<file path="config.mk">
export PLATFORM = sky130hd
export DESIGN_NAME = tdm_acc_mem
export DESIGN_NICKNAME = d
export VERILOG_FILES = /design/src/rtl/core/tdm_acc_mem.sv
export SDC_FILE = /design/constraint.sdc
export NUM_CORES = 1
export LEC_CHECK = 0
export BUFFER_PORTS_ARGS = -buffer_cell sky130_fd_sc_hd__buf_4
export CORE_ASPECT_RATIO = 1.4
export CORE_UTILIZATION = 50
export CTS_BUF_LIST = sky130_fd_sc_hd__clkbuf_4
export DETAILED_ROUTE_END_ITERATION = 8
export GPL_TIMING_DRIVEN = 0
export PLACE_DENSITY = 0.77
export SETUP_SLACK_MARGIN = 0.4
export SLEW_MARGIN = 5
export SYNTH_ARGS = -nofsm -noshare
export SYNTH_HDL_FRONTEND = slang
export SYNTH_SLANG_ARGS = --single-unit
</file>
<file path="constraint.sdc">
create_clock -name clk -period 3 [get_ports clk]
set_input_delay 0.15 -clock clk [delete_from_list [all_inputs] [get_ports clk]]
set_output_delay 0.15 -clock clk [all_outputs]
set_load 0.02 [all_outputs]
</file>
<file path="src/rtl/core/tdm_acc_mem.sv">
// ----------------------------------------------------------------------------
// Accepting-state map
// One bit per state, one write and one registered read per cycle, cleared by
// a short sweep after reset.
// ----------------------------------------------------------------------------
`default_nettype none

module tdm_acc_mem #(
	parameter  int NUM_STATES = 64,
	localparam int SW         = $clog2(NUM_STATES)
) (
	input  wire logic          clk,
	input  wire logic          arst_n,
	input  wire logic          wr_en,
	input  wire logic [SW-1:0] wr_addr,
	input  wire logic          wr_bit,
	input  wire logic          rd_en,
	input  wire logic [SW-1:0] rd_addr,
	output logic               rd_bit
);
	localparam int DEPTH = 1 << SW;

	logic            mem [DEPTH];
	logic            busy_q;
	logic [SW-1:0]   cnt_q;
	logic            we;
	logic [SW-1:0]   wa;
	logic            wd;

	// Sweep all bits clear after reset
	always_ff @(posedge clk or negedge arst_n) begin
		if (!arst_n) begin
			busy_q <= 1'b1;
			cnt_q  <= '0;
		end else if (busy_q) begin
			cnt_q <= cnt_q + SW'(1);
			if (cnt_q == '1) begin
				busy_q <= 1'b0;
			end
		end
	end

	always_comb begin
		we = busy_q | wr_en;
		wa = busy_q ? cnt_q : wr_addr;
		wd = busy_q ? 1'b0 : wr_bit;
	end

	// Storage: read returns the value before a same-cycle write
	always_ff @(posedge clk) begin
		if (we) begin
			mem[wa] <= wd;
		end
		if (rd_en) begin
			rd_bit <= mem[rd_addr];
		end
	end

endmodule

`default_nettype wire

</file>
==> metrics.md <==
| Metric | Value |
|---|---|
| Status | complete, no violations |
| Core Util, Final | 56.9% |
| Die H | 99.3 µm |
| LEAKAGE | 1.27 nW |
| Main synth FF type | edfxtp_1 |
| Initial DRT Pass Iterations | 5 |
| Worst-margin pin slew | 478 ps |
| Initial DRC count | 90 |
| Max Clk Rate | 0.452 GHz |
| Highest routed layer | met4 |
| Number of port buffers | 15 |
| Clock insertion delay at the later pin of the skew report | 410 ps |
| Mapped Area | 3380 µm² |
| Final #Nets | 312 |
| Post-Layout Inst Area | 3740 µm² |
| Vias per cell | 5.95 |
| Drt wl/cell | 17.9 µm |
| Antenna Violating Nets Remaining | 0 |
| Via count | 2,218 |
| Pins Over Slew Limit | 0 |
| # diodes | 0 |
| Final worst path period share | 73.7% |
| Clock Tree Buf Depth | 2 |
| Ys async rst share | 9.72% |
| Post-synthesis cell type count | 43 |
| Worst r2r dst | mem[11]$_DFFE_PP_ |
| Clock-pin slew on the worst setup and hold paths | 100 ps |
| Crit path kind | register to register |
| Initial Util | 51.4% |
| Yosys reg bits | 72 |
| Metal2 WL | 3610 µm |
| Number of synthesized flops with an enable pin | 65 |
| Area delta synth->final | 10.6% |
| Post-DP HPWL | 4720 µm |
| Gr usage total | 20.6% |
| Minimum clock period | 2210 ps |
| WP data required | 3120 ps |
| First-pass GRT wire length | 10,600 µm |
| Cell Rows | 35 |
| Num CTS Buffers | 9 |
| CTS tree | yes |
| Hold crit path type | primary input to async pin |
| H-Tree Depth | 3 |
| Gp weighted congestion | 0.815 |
| Slew headroom | 67.8% |
| Worst EP arrival | 2330 ps |
| RR Startpoint | busy_q$_DFF_PN1_ |
| Routed met1 length | 2630 µm |
| Final setup fails | 0 |
| Setup_tns | 0 ps |
| Worst Hold Slack | 82.7 ps |
| Die Area | 7090 µm² |
| Hold Vio Cnt, Final | 0 |
| Die Wd | 71.5 µm |
| Sequential fraction of the synthesis area | 63.0% |
| Vias in the first global route | 2,276 |
| I/O pin count | 18 |
| FF-to-FF setup slack | 790 ps |
| Cell Count Post-Placement | 355 |
| Synth Net Count | 283 |
| Synth Instances | 265 |
| Critical Path End Type | register |
| Clk_skew | 14.6 ps |
| Sinks on the clock net | 72 |
| Synthesized area per cell | 12.7 µm² |
| Top fanout value on the critical path | 10 |
| Layout cell share with drive strength beyond 1 | 17.7% |
| Initial antenna violation count | 0 |
| Final Non-Filler Cells | 373 |
| Startpoint types | register |
| Met3 routed WL | 270 µm |
| Remaining DRCs | 0 |
| WL final | 6670 µm |
| GRT overflow | 0 |
| Pin count of the biggest net entering global routing | 53 |
| Root buf cell | clkbuf_4 |
| Power per cell area | 464 nW/µm² |
| Area of placed instances | 3610 µm² |
| RSZ-0062 raised after global routing | false |
| VDD IR max | 276 µV |
| Yosys warns | 0 |
| Core footprint | 6570 µm² |
| Reg2Reg Depth | 6 |
| Max-cap violations | 0 |
## worst max path at each step
stage	end	slack, ps	from
after CTS	mem[11]$_DFFE_PP_	790	busy_q$_DFF_PN1_
after global placement	mem[16]$_DFFE_PP_	400	busy_q$_DFF_PN1_
after detailed placement	mem[34]$_DFFE_PP_	810	busy_q$_DFF_PN1_
after floorplan	mem[0]$_DFFE_PP_	940	busy_q$_DFF_PN1_
final	mem[11]$_DFFE_PP_	790	busy_q$_DFF_PN1_
after global routing	mem[26]$_DFFE_PP_	610	busy_q$_DFF_PN1_
## final cells by class
cell class	instances	area [µm²]
Buffer	10	65.1
Clock buffer	11	82.6
Clock inverter	5	23.8
Fill cell	539	2830
Inverter	7	26.3
Multi-Input combinational cell	176	1170
Sequential cell	72	2130
Tap cell	74	92.6
Timing Repair Buffer	18	153
## logic make-up (layout without fill, tap and decap cells)
family	after synthesis	after routing	share of synthesized area [%]
adders and majority gates	1	1	0.370
AOI/OAI and AO/OA	26	26	6.11
muxes	22	22	11.6
and+or+nand+nor	122	122	15.0
xor gates and xnor gates	5	5	1.30
buffers and inverters	17	51	2.70
DFF	72	72	63.0
## cells in the mapped netlist (2+ instances only)
cell type,count,area share [%]
nor2_1,76,8.4
edfxtp_1,65,58
nand2_1,26,2.9
mux4_2,8,5.3
inv_1,7,0.78
dfrtp_1,6,4.4
mux2i_1,6,1.8
nand4_1,5,0.93
buf_2,4,0.59
mux2_2,4,1.3
mux4_1,4,3.1
nor2b_1,4,0.74
o21ai_0,4,0.59
clkbuf_1,3,0.33
nand2b_1,3,0.56
nand3_1,3,0.44
xnor2_1,3,0.78
a22o_1,2,0.52
a32oi_1,2,0.52
nand3b_1,2,0.44
o211ai_1,2,0.44
o21a_1,2,0.44
o22ai_1,2,0.37
o32ai_1,2,0.52
xor2_1,2,0.52
## stage by stage
step,setup WS (ps),total power [mW]
5_1_grt,611,1.80
3_3_place_gp,397,1.25
3_5_place_dp,806,1.26
4_1_cts,786,1.74
6_report,788,1.74
2_1_floorplan,936,1.21
## flip-flops by register name, summed over array words and instances (netlist names)
register	flops
cnt_q	6
mem	64
busy_q	1
rd_bit	1
## power by group
group | switching [mW] | internal, mW
Sequential | 0.00105 | 1.10
Combinational | 0.0837 | 0.0593
Clock | 0.313 | 0.181
## per-layer routing
metal / GRT usage [%] / vias to the layer above
met3: 4.05 / 14
met4: 11.6 / 0
li1: - / 1046
met5: 0 / -
met2: 37.1 / 77
met1: 22.4 / 1081
## placed cells by master, fill, tap and decap left out, drive strengths merged, types with 2 or more instances in the layout
cell         instances
buf                 22
nand2b               3
inv                  7
nand2               26
a32oi                2
mux2i                6
nand3b               2
o211ai               2
mux2                 4
dfrtp                6
o21a                 2
o22ai                2
nand4                5
clkbuf              15
xor2                 2
nand3                3
o32ai                2
a22o                 2
xnor2                3
edfxtp              65
nor2b                4
nor2                76
clkinv               5
mux4                12
dlygate4sd3          2
o21ai                4
## worst max-delay path, stage by stage (launching register included)
cell and delay [ps]:
dfstp_2 610, buf_2 230, buf_2 280, nand3b_1 140
o21ai_0 150, nand2_1 300, nor2_1 220
## repair_timing
item | 4_1_cts | 5_1_grt
setup endpoints to repair | 0 | 0
hold buffers | 2 | 0
resized for setup | 0 | 0
hold endpoints to repair | 8 | 0
buffers inserted | 0 | 0
(Power assumes the default switching activity.)
