$ cat src/rtl/core/tdm_pkg.sv
// ----------------------------------------------------------------------------
// Table DFA matcher package
// Shared widths, command codes and record types for the table-driven matcher.
// ----------------------------------------------------------------------------
`default_nettype none

package tdm_pkg;

	localparam int STATE_W         = 6;
	localparam int SYM_W           = 8;
	localparam int NUM_STATES_DEF  = 64;
	localparam int NUM_SYMBOLS_DEF = 256;

	typedef logic [STATE_W-1:0] state_t;
	typedef logic [SYM_W-1:0]   sym_t;

	localparam state_t START_RST = STATE_W'(1);

	typedef enum logic [1:0] {
		CMD_WR_TRANS = 2'd0,
		CMD_WR_ACC   = 2'd1,
		CMD_STEP     = 2'd2,
		CMD_RESTART  = 2'd3
	} cmd_t;

	// One transition table entry: dead mark over the next state
	typedef struct packed {
		logic   dead;
		state_t nxt;
	} entry_t;

	// Lookup stage record
	typedef struct packed {
		state_t st;
		logic   dead;
		logic   lookup;
		logic   in_range;
	} stage_t;

	// One result item
	typedef struct packed {
		state_t st;
		logic   dead;
		logic   acc;
	} res_t;

endpackage

`default_nettype wire

$ cat src/rtl/core/tdm_if.sv
// ----------------------------------------------------------------------------
// Table DFA matcher channels
// Valid/ready interfaces for the command items and the result items.
// ----------------------------------------------------------------------------
`default_nettype none


interface tdm_result_if;
	import tdm_pkg::*;

	logic   valid;
	logic   ready;
	state_t cur_state;
	logic   dead;
	logic   accepted;

	modport source (
		output valid, cur_state, dead, accepted,
		input  ready
	);
	modport sink (
		input  valid, cur_state, dead, accepted,
		output ready
	);
endinterface

`default_nettype wire

$ cat src/rtl/core/tdm_out_buf.sv
// ----------------------------------------------------------------------------
// Result output buffer
// Output register with a skid entry, so the pipeline is held by a registered
// signal and never by the receiver's ready directly.
// ----------------------------------------------------------------------------
`default_nettype none

module tdm_out_buf (
	input  wire logic         clk,
	input  wire logic         arst_n,
	input  wire logic         push,
	input  wire tdm_pkg::res_t push_data,
	output logic              room,
	tdm_result_if.source      result
);
	import tdm_pkg::*;

	logic out_v_q;
	res_t out_q;
	logic skid_v_q;
	res_t skid_q;
	logic fire;

	assign fire = out_v_q & result.ready;

	// Valid flags
	always_ff @(posedge clk or negedge arst_n) begin
		if (!arst_n) begin
			out_v_q  <= 1'b0;
			skid_v_q <= 1'b0;
		end else if (fire || !out_v_q) begin
			out_v_q  <= skid_v_q | push;
			skid_v_q <= 1'b0;
		end else if (push) begin
			skid_v_q <= 1'b1;
		end
	end

	// Payload: refill from the skid entry first
	always_ff @(posedge clk) begin
		if (fire || !out_v_q) begin
			out_q <= skid_v_q ? skid_q : push_data;
		end else if (push) begin
			skid_q <= push_data;
		end
	end

	assign room             = !skid_v_q;
	assign result.valid     = out_v_q;
	assign result.cur_state = out_q.st;
	assign result.dead      = out_q.dead;
	assign result.accepted  = out_q.acc;

endmodule

`default_nettype wire

$ cat src/flat_wrapper.sv
// flat-port wrapper written by rule: the top's interface ports become plain ports
module tdm_out_buf_flat import tdm_pkg::*;
  (clk, arst_n, push, push_data, room, result_valid, result_cur_state, result_dead, result_accepted, result_ready);
  tdm_result_if result_i ();
  input  wire logic clk;
  input  wire logic arst_n;
  input  wire logic push;
  input  wire tdm_pkg::res_t push_data;
  output logic room;
  output wire logic [$bits(result_i.valid)-1:0] result_valid;
  output wire logic [$bits(result_i.cur_state)-1:0] result_cur_state;
  output wire logic [$bits(result_i.dead)-1:0] result_dead;
  output wire logic [$bits(result_i.accepted)-1:0] result_accepted;
  input wire logic [$bits(result_i.ready)-1:0] result_ready;
  assign result_valid = result_i.valid;
  assign result_cur_state = result_i.cur_state;
  assign result_dead = result_i.dead;
  assign result_accepted = result_i.accepted;
  assign result_i.ready = result_ready;
  tdm_out_buf u_core (.clk(clk), .arst_n(arst_n), .push(push), .push_data(push_data), .room(room), .result(result_i));
endmodule
$ cat config.mk
export PLATFORM = sky130hd
export DESIGN_NAME = tdm_out_buf_flat
export DESIGN_NICKNAME = d
export VERILOG_FILES = /design/src/rtl/core/tdm_pkg.sv /design/src/rtl/core/tdm_if.sv /design/src/rtl/core/tdm_out_buf.sv /design/src/flat_wrapper.sv
export SDC_FILE = /design/constraint.sdc
export NUM_CORES = 1
export LEC_CHECK = 0
export BUFFER_PORTS_ARGS = -buffer_cell sky130_fd_sc_hd__buf_2
export CORE_ASPECT_RATIO = 0.9
export CORE_UTILIZATION = 42
export DETAILED_ROUTE_END_ITERATION = 7
export PLACE_DENSITY = 0.71
export SLEW_MARGIN = 20
export SYNTH_ARGS = -nofsm -noshare
export SYNTH_HDL_FRONTEND = slang
export SYNTH_SLANG_ARGS = --single-unit
$ cat constraint.sdc
create_clock -name clk -period 1.3 [get_ports clk]
set_input_delay 0.39 -clock clk [delete_from_list [all_inputs] [get_ports clk]]
set_output_delay 0.39 -clock clk [all_outputs]
set_load 0.01 [all_outputs]
==> metrics.md <==
| Metric | Value |
|---|---|
| Final cell count without fillers | `slightly above 80` |
| Synth unique cells | `8` |
| Row count | `13` |
| Clock Latency Late Sink | `between 200 and 300 ps` |
| Nets | `74` |
| Tcrit/Tclk final | `a little over nine tenths` |
| Crit. End Element | `output port` |
| Syn nets | `46` |
| Worst EP arrival | `about 860 ps` |
| R2R cell count | `2` |
| Comb pwr share | `around an eighth` |
| Clock power share | `29.1%` |
| Req. time, crit path | `about 910 ps` |
| Minimum setup slack among reg-to-reg paths | `approximately 140 ps` |
| Vias | `~370` |
| Slew HR | `between 80% and 90%` |
| Grt ovf | `0` |
| Syn Area/Cell | `20.31 um2` |
| Final Setup Violations | `0` |
| Maximum clock path buffer count | `2` |
| Initial DRC Count | `8` |
| Total routed wirelength | `slightly below 1 mm` |
| Count of final hold-check violations | `0` |
| Die Height | `40.47 um` |
| Share of cells above drive strength 1 | `between 60% and 70%` |
| TritonCTS buffer count | `3` |
| Seq/Total Area, Yosys | `76.81%` |
| First-pass GRT wire length | `approximately 1.4 mm` |
| Hold WC Path Type | `in -> reg` |
| RePlAce Congestion | `0.6324` |
| Start point of the worst hold path | `push_data[5]` |
| Yosys reg bits | `18` |
| Pleak | `~0.37 nW` |
| Reg-to-reg endpoint | `u_core.result.cur_state[5]$_DFFE_PP_` |
| Most frequent cells in the layout | `buf_2 (20), edfxtp_1 (16), mux2_4 (8), clkbuf_4 (3)` |
| Worst Skew | `about 2.5 ps` |
| Initial antenna violation count | `0` |
| Global-route usage over all layers | `~12%` |
| Commonest non-fill, non-tap cell in the layout | `buf_2` |
| CP Class | `reg -> out` |
| R2r startpoint | `u_core.skid_v_q$_DFFE_PN0P_` |
| Hold WS | `around 280 ps` |
| Hold Path Sink | `u_core.skid_q[5]$_DFFE_PP_` |
| Outcome | `completed` |
| Die area | `between 1500 and 2000 um2` |
| Power per cell area | `1328 nW/um2` |
| Via-per-instance ratio | `~4.4` |
| Slew Limit Fails | `0` |
| Max Fclk | `around 800 MHz` |
| Critical path peak fanout | `2` |
| Placed insts | `77` |
| Avg WL per Cell | `~12 um` |
| # IOs | `22` |
| DRT Pass-1 Iters | `2` |
| Number of H-tree levels | `1` |
| Gate Count Post-Synth | `34` |
| Min cycle time layout | `approximately 1200 ps` |
| NetSw | `~0.25 mW` |
| DRC | `0` |
| Post-route cell area | `888.4 um2` |
| CTS root buffer | `clkbuf_4` |
| Yosys warns | `0` |
| Max VDD drop | `about 0.74 mV` |
| RSZ-0062 raised after global routing | `no` |
| Vias in the first global route | `312` |
| CTS tree | `built` |
| Min-Delay Path Depth | `1` |
| CTS sink count | `18` |
| Initial core utilization | `a little under half` |
| Clk pin slew, worst setup/hold paths | `~100 ps` |
| Switch share | `21.29%` |
| Routed Antenna Nets | `0` |
| Post-DP Area | `between 800 and 900 um2` |
| Int Power | `around 0.93 mW` |
| Die W | `around 45 um` |
| Area growth, synth to finish | `28.62%` |
| CP startpoint kind | `register` |
| Worst slew pin tran | `between 200 and 250 ps` |
| Max Cap Viol | `0` |
| I/O Buffers | `21` |
| Core region area | `about 1500 um2` |
| Reg power frac | `between 50% and 60%` |
| Power, Total | `1.179 mW` |
| Diode count | `0` |
| TNS Setup | `0 ps` |
| Pin count of the biggest net entering global routing | `11` |
| Post-Syn Area | `between 600 and 700 um2` |
synth_stat cells, drive strengths merged:
cell type / n / area [um2]
nand2: 1 / 3.750
mux2: 8 / 120.1
inv: 2 / 7.510
nor2: 3 / 11.26
edfxtp: 16 / 480.5
buf: 1 / 11.26
dfrtp: 2 / 50.05
nand2b: 1 / 6.260
worst max path at each step:
stage	endpoint	from	depth (start not counted)	slack, ps
after floorplan	u_core.skid_q[0]$_DFFE_PP_	result_ready	2	20
after global placement	room	u_core.skid_v_q$_DFFE_PN0P_	2	50
after detailed placement	room	u_core.skid_v_q$_DFFE_PN0P_	2	40
after CTS	room	u_core.skid_v_q$_DFFE_PN0P_	2	20
after global routing	room	u_core.skid_v_q$_DFFE_PN0P_	2	20
final	room	u_core.skid_v_q$_DFFE_PN0P_	2	50
critical path: stages (launching register included):
cell and delay, ps:
dfrtp_2 430, inv_2 50, buf_6 90
flip-flops by register name, summed over array words and instances, names as in the netlist:
signal                   count
u_core.skid_v_q              1
u_core.result.dead           1
u_core.result.valid          1
u_core.result.cur_state      6
u_core.skid_q                8
u_core.result.accepted       1
per-stage QoR:
| step | utilization [%] | setup WS, ps |
|---|---|---|
| 4_1_cts | 58.95 | 20.89 |
| 6_report | 59.36 | 51.21 |
| 3_5_place_dp | 55.27 | 35.17 |
| 5_1_grt | 59.36 | 16.38 |
| 2_1_floorplan | - | 24.05 |
| 3_3_place_gp | 55.27 | 54.42 |
layout make-up:
type,count,area (um2)
repair buffers,24,136.4
well taps,22,27.53
inverters,2,7.507
fillers,137,608.1
multi-input cells,13,148.9
flip-flops and latches,18,531.8
clock buffers,4,36.28
per-layer routing:
metal	wire length, um	vias up	global-route usage, %
li1	-	177	-
met1	418	173	13.04
met2	498	14	20.59
met3	40	2	2.703
met4	7	0	11.36
met5	0	-	0
power groups by stage:
stage / registers [mW] / logic (mW) / clock network, mW
3_3_place_gp: 0.709 / 0.129 / 0
4_1_cts: 0.689 / 0.147 / 0.346
2_1_floorplan: 0.716 / 0.0716 / 0
3_5_place_dp: 0.711 / 0.131 / 0
5_1_grt: 0.692 / 0.160 / 0.371
6_report: 0.689 / 0.148 / 0.343
what timing repair did:
action / CTS / global route
hold endpoints to repair: 2 / 0
setup buffers: 1 / 0
hold buffers: 1 / 0
resized for setup: 1 / 2
setup endpoints to repair: 1 / 1
logic make-up after synthesis:
family	Yosys count	synth area share [%]
buf+inv	3	2.718
flops	18	76.81
mux	8	17.39
simple gates	5	3.080
No activity file was read; power rests on OpenSTA's default activity.
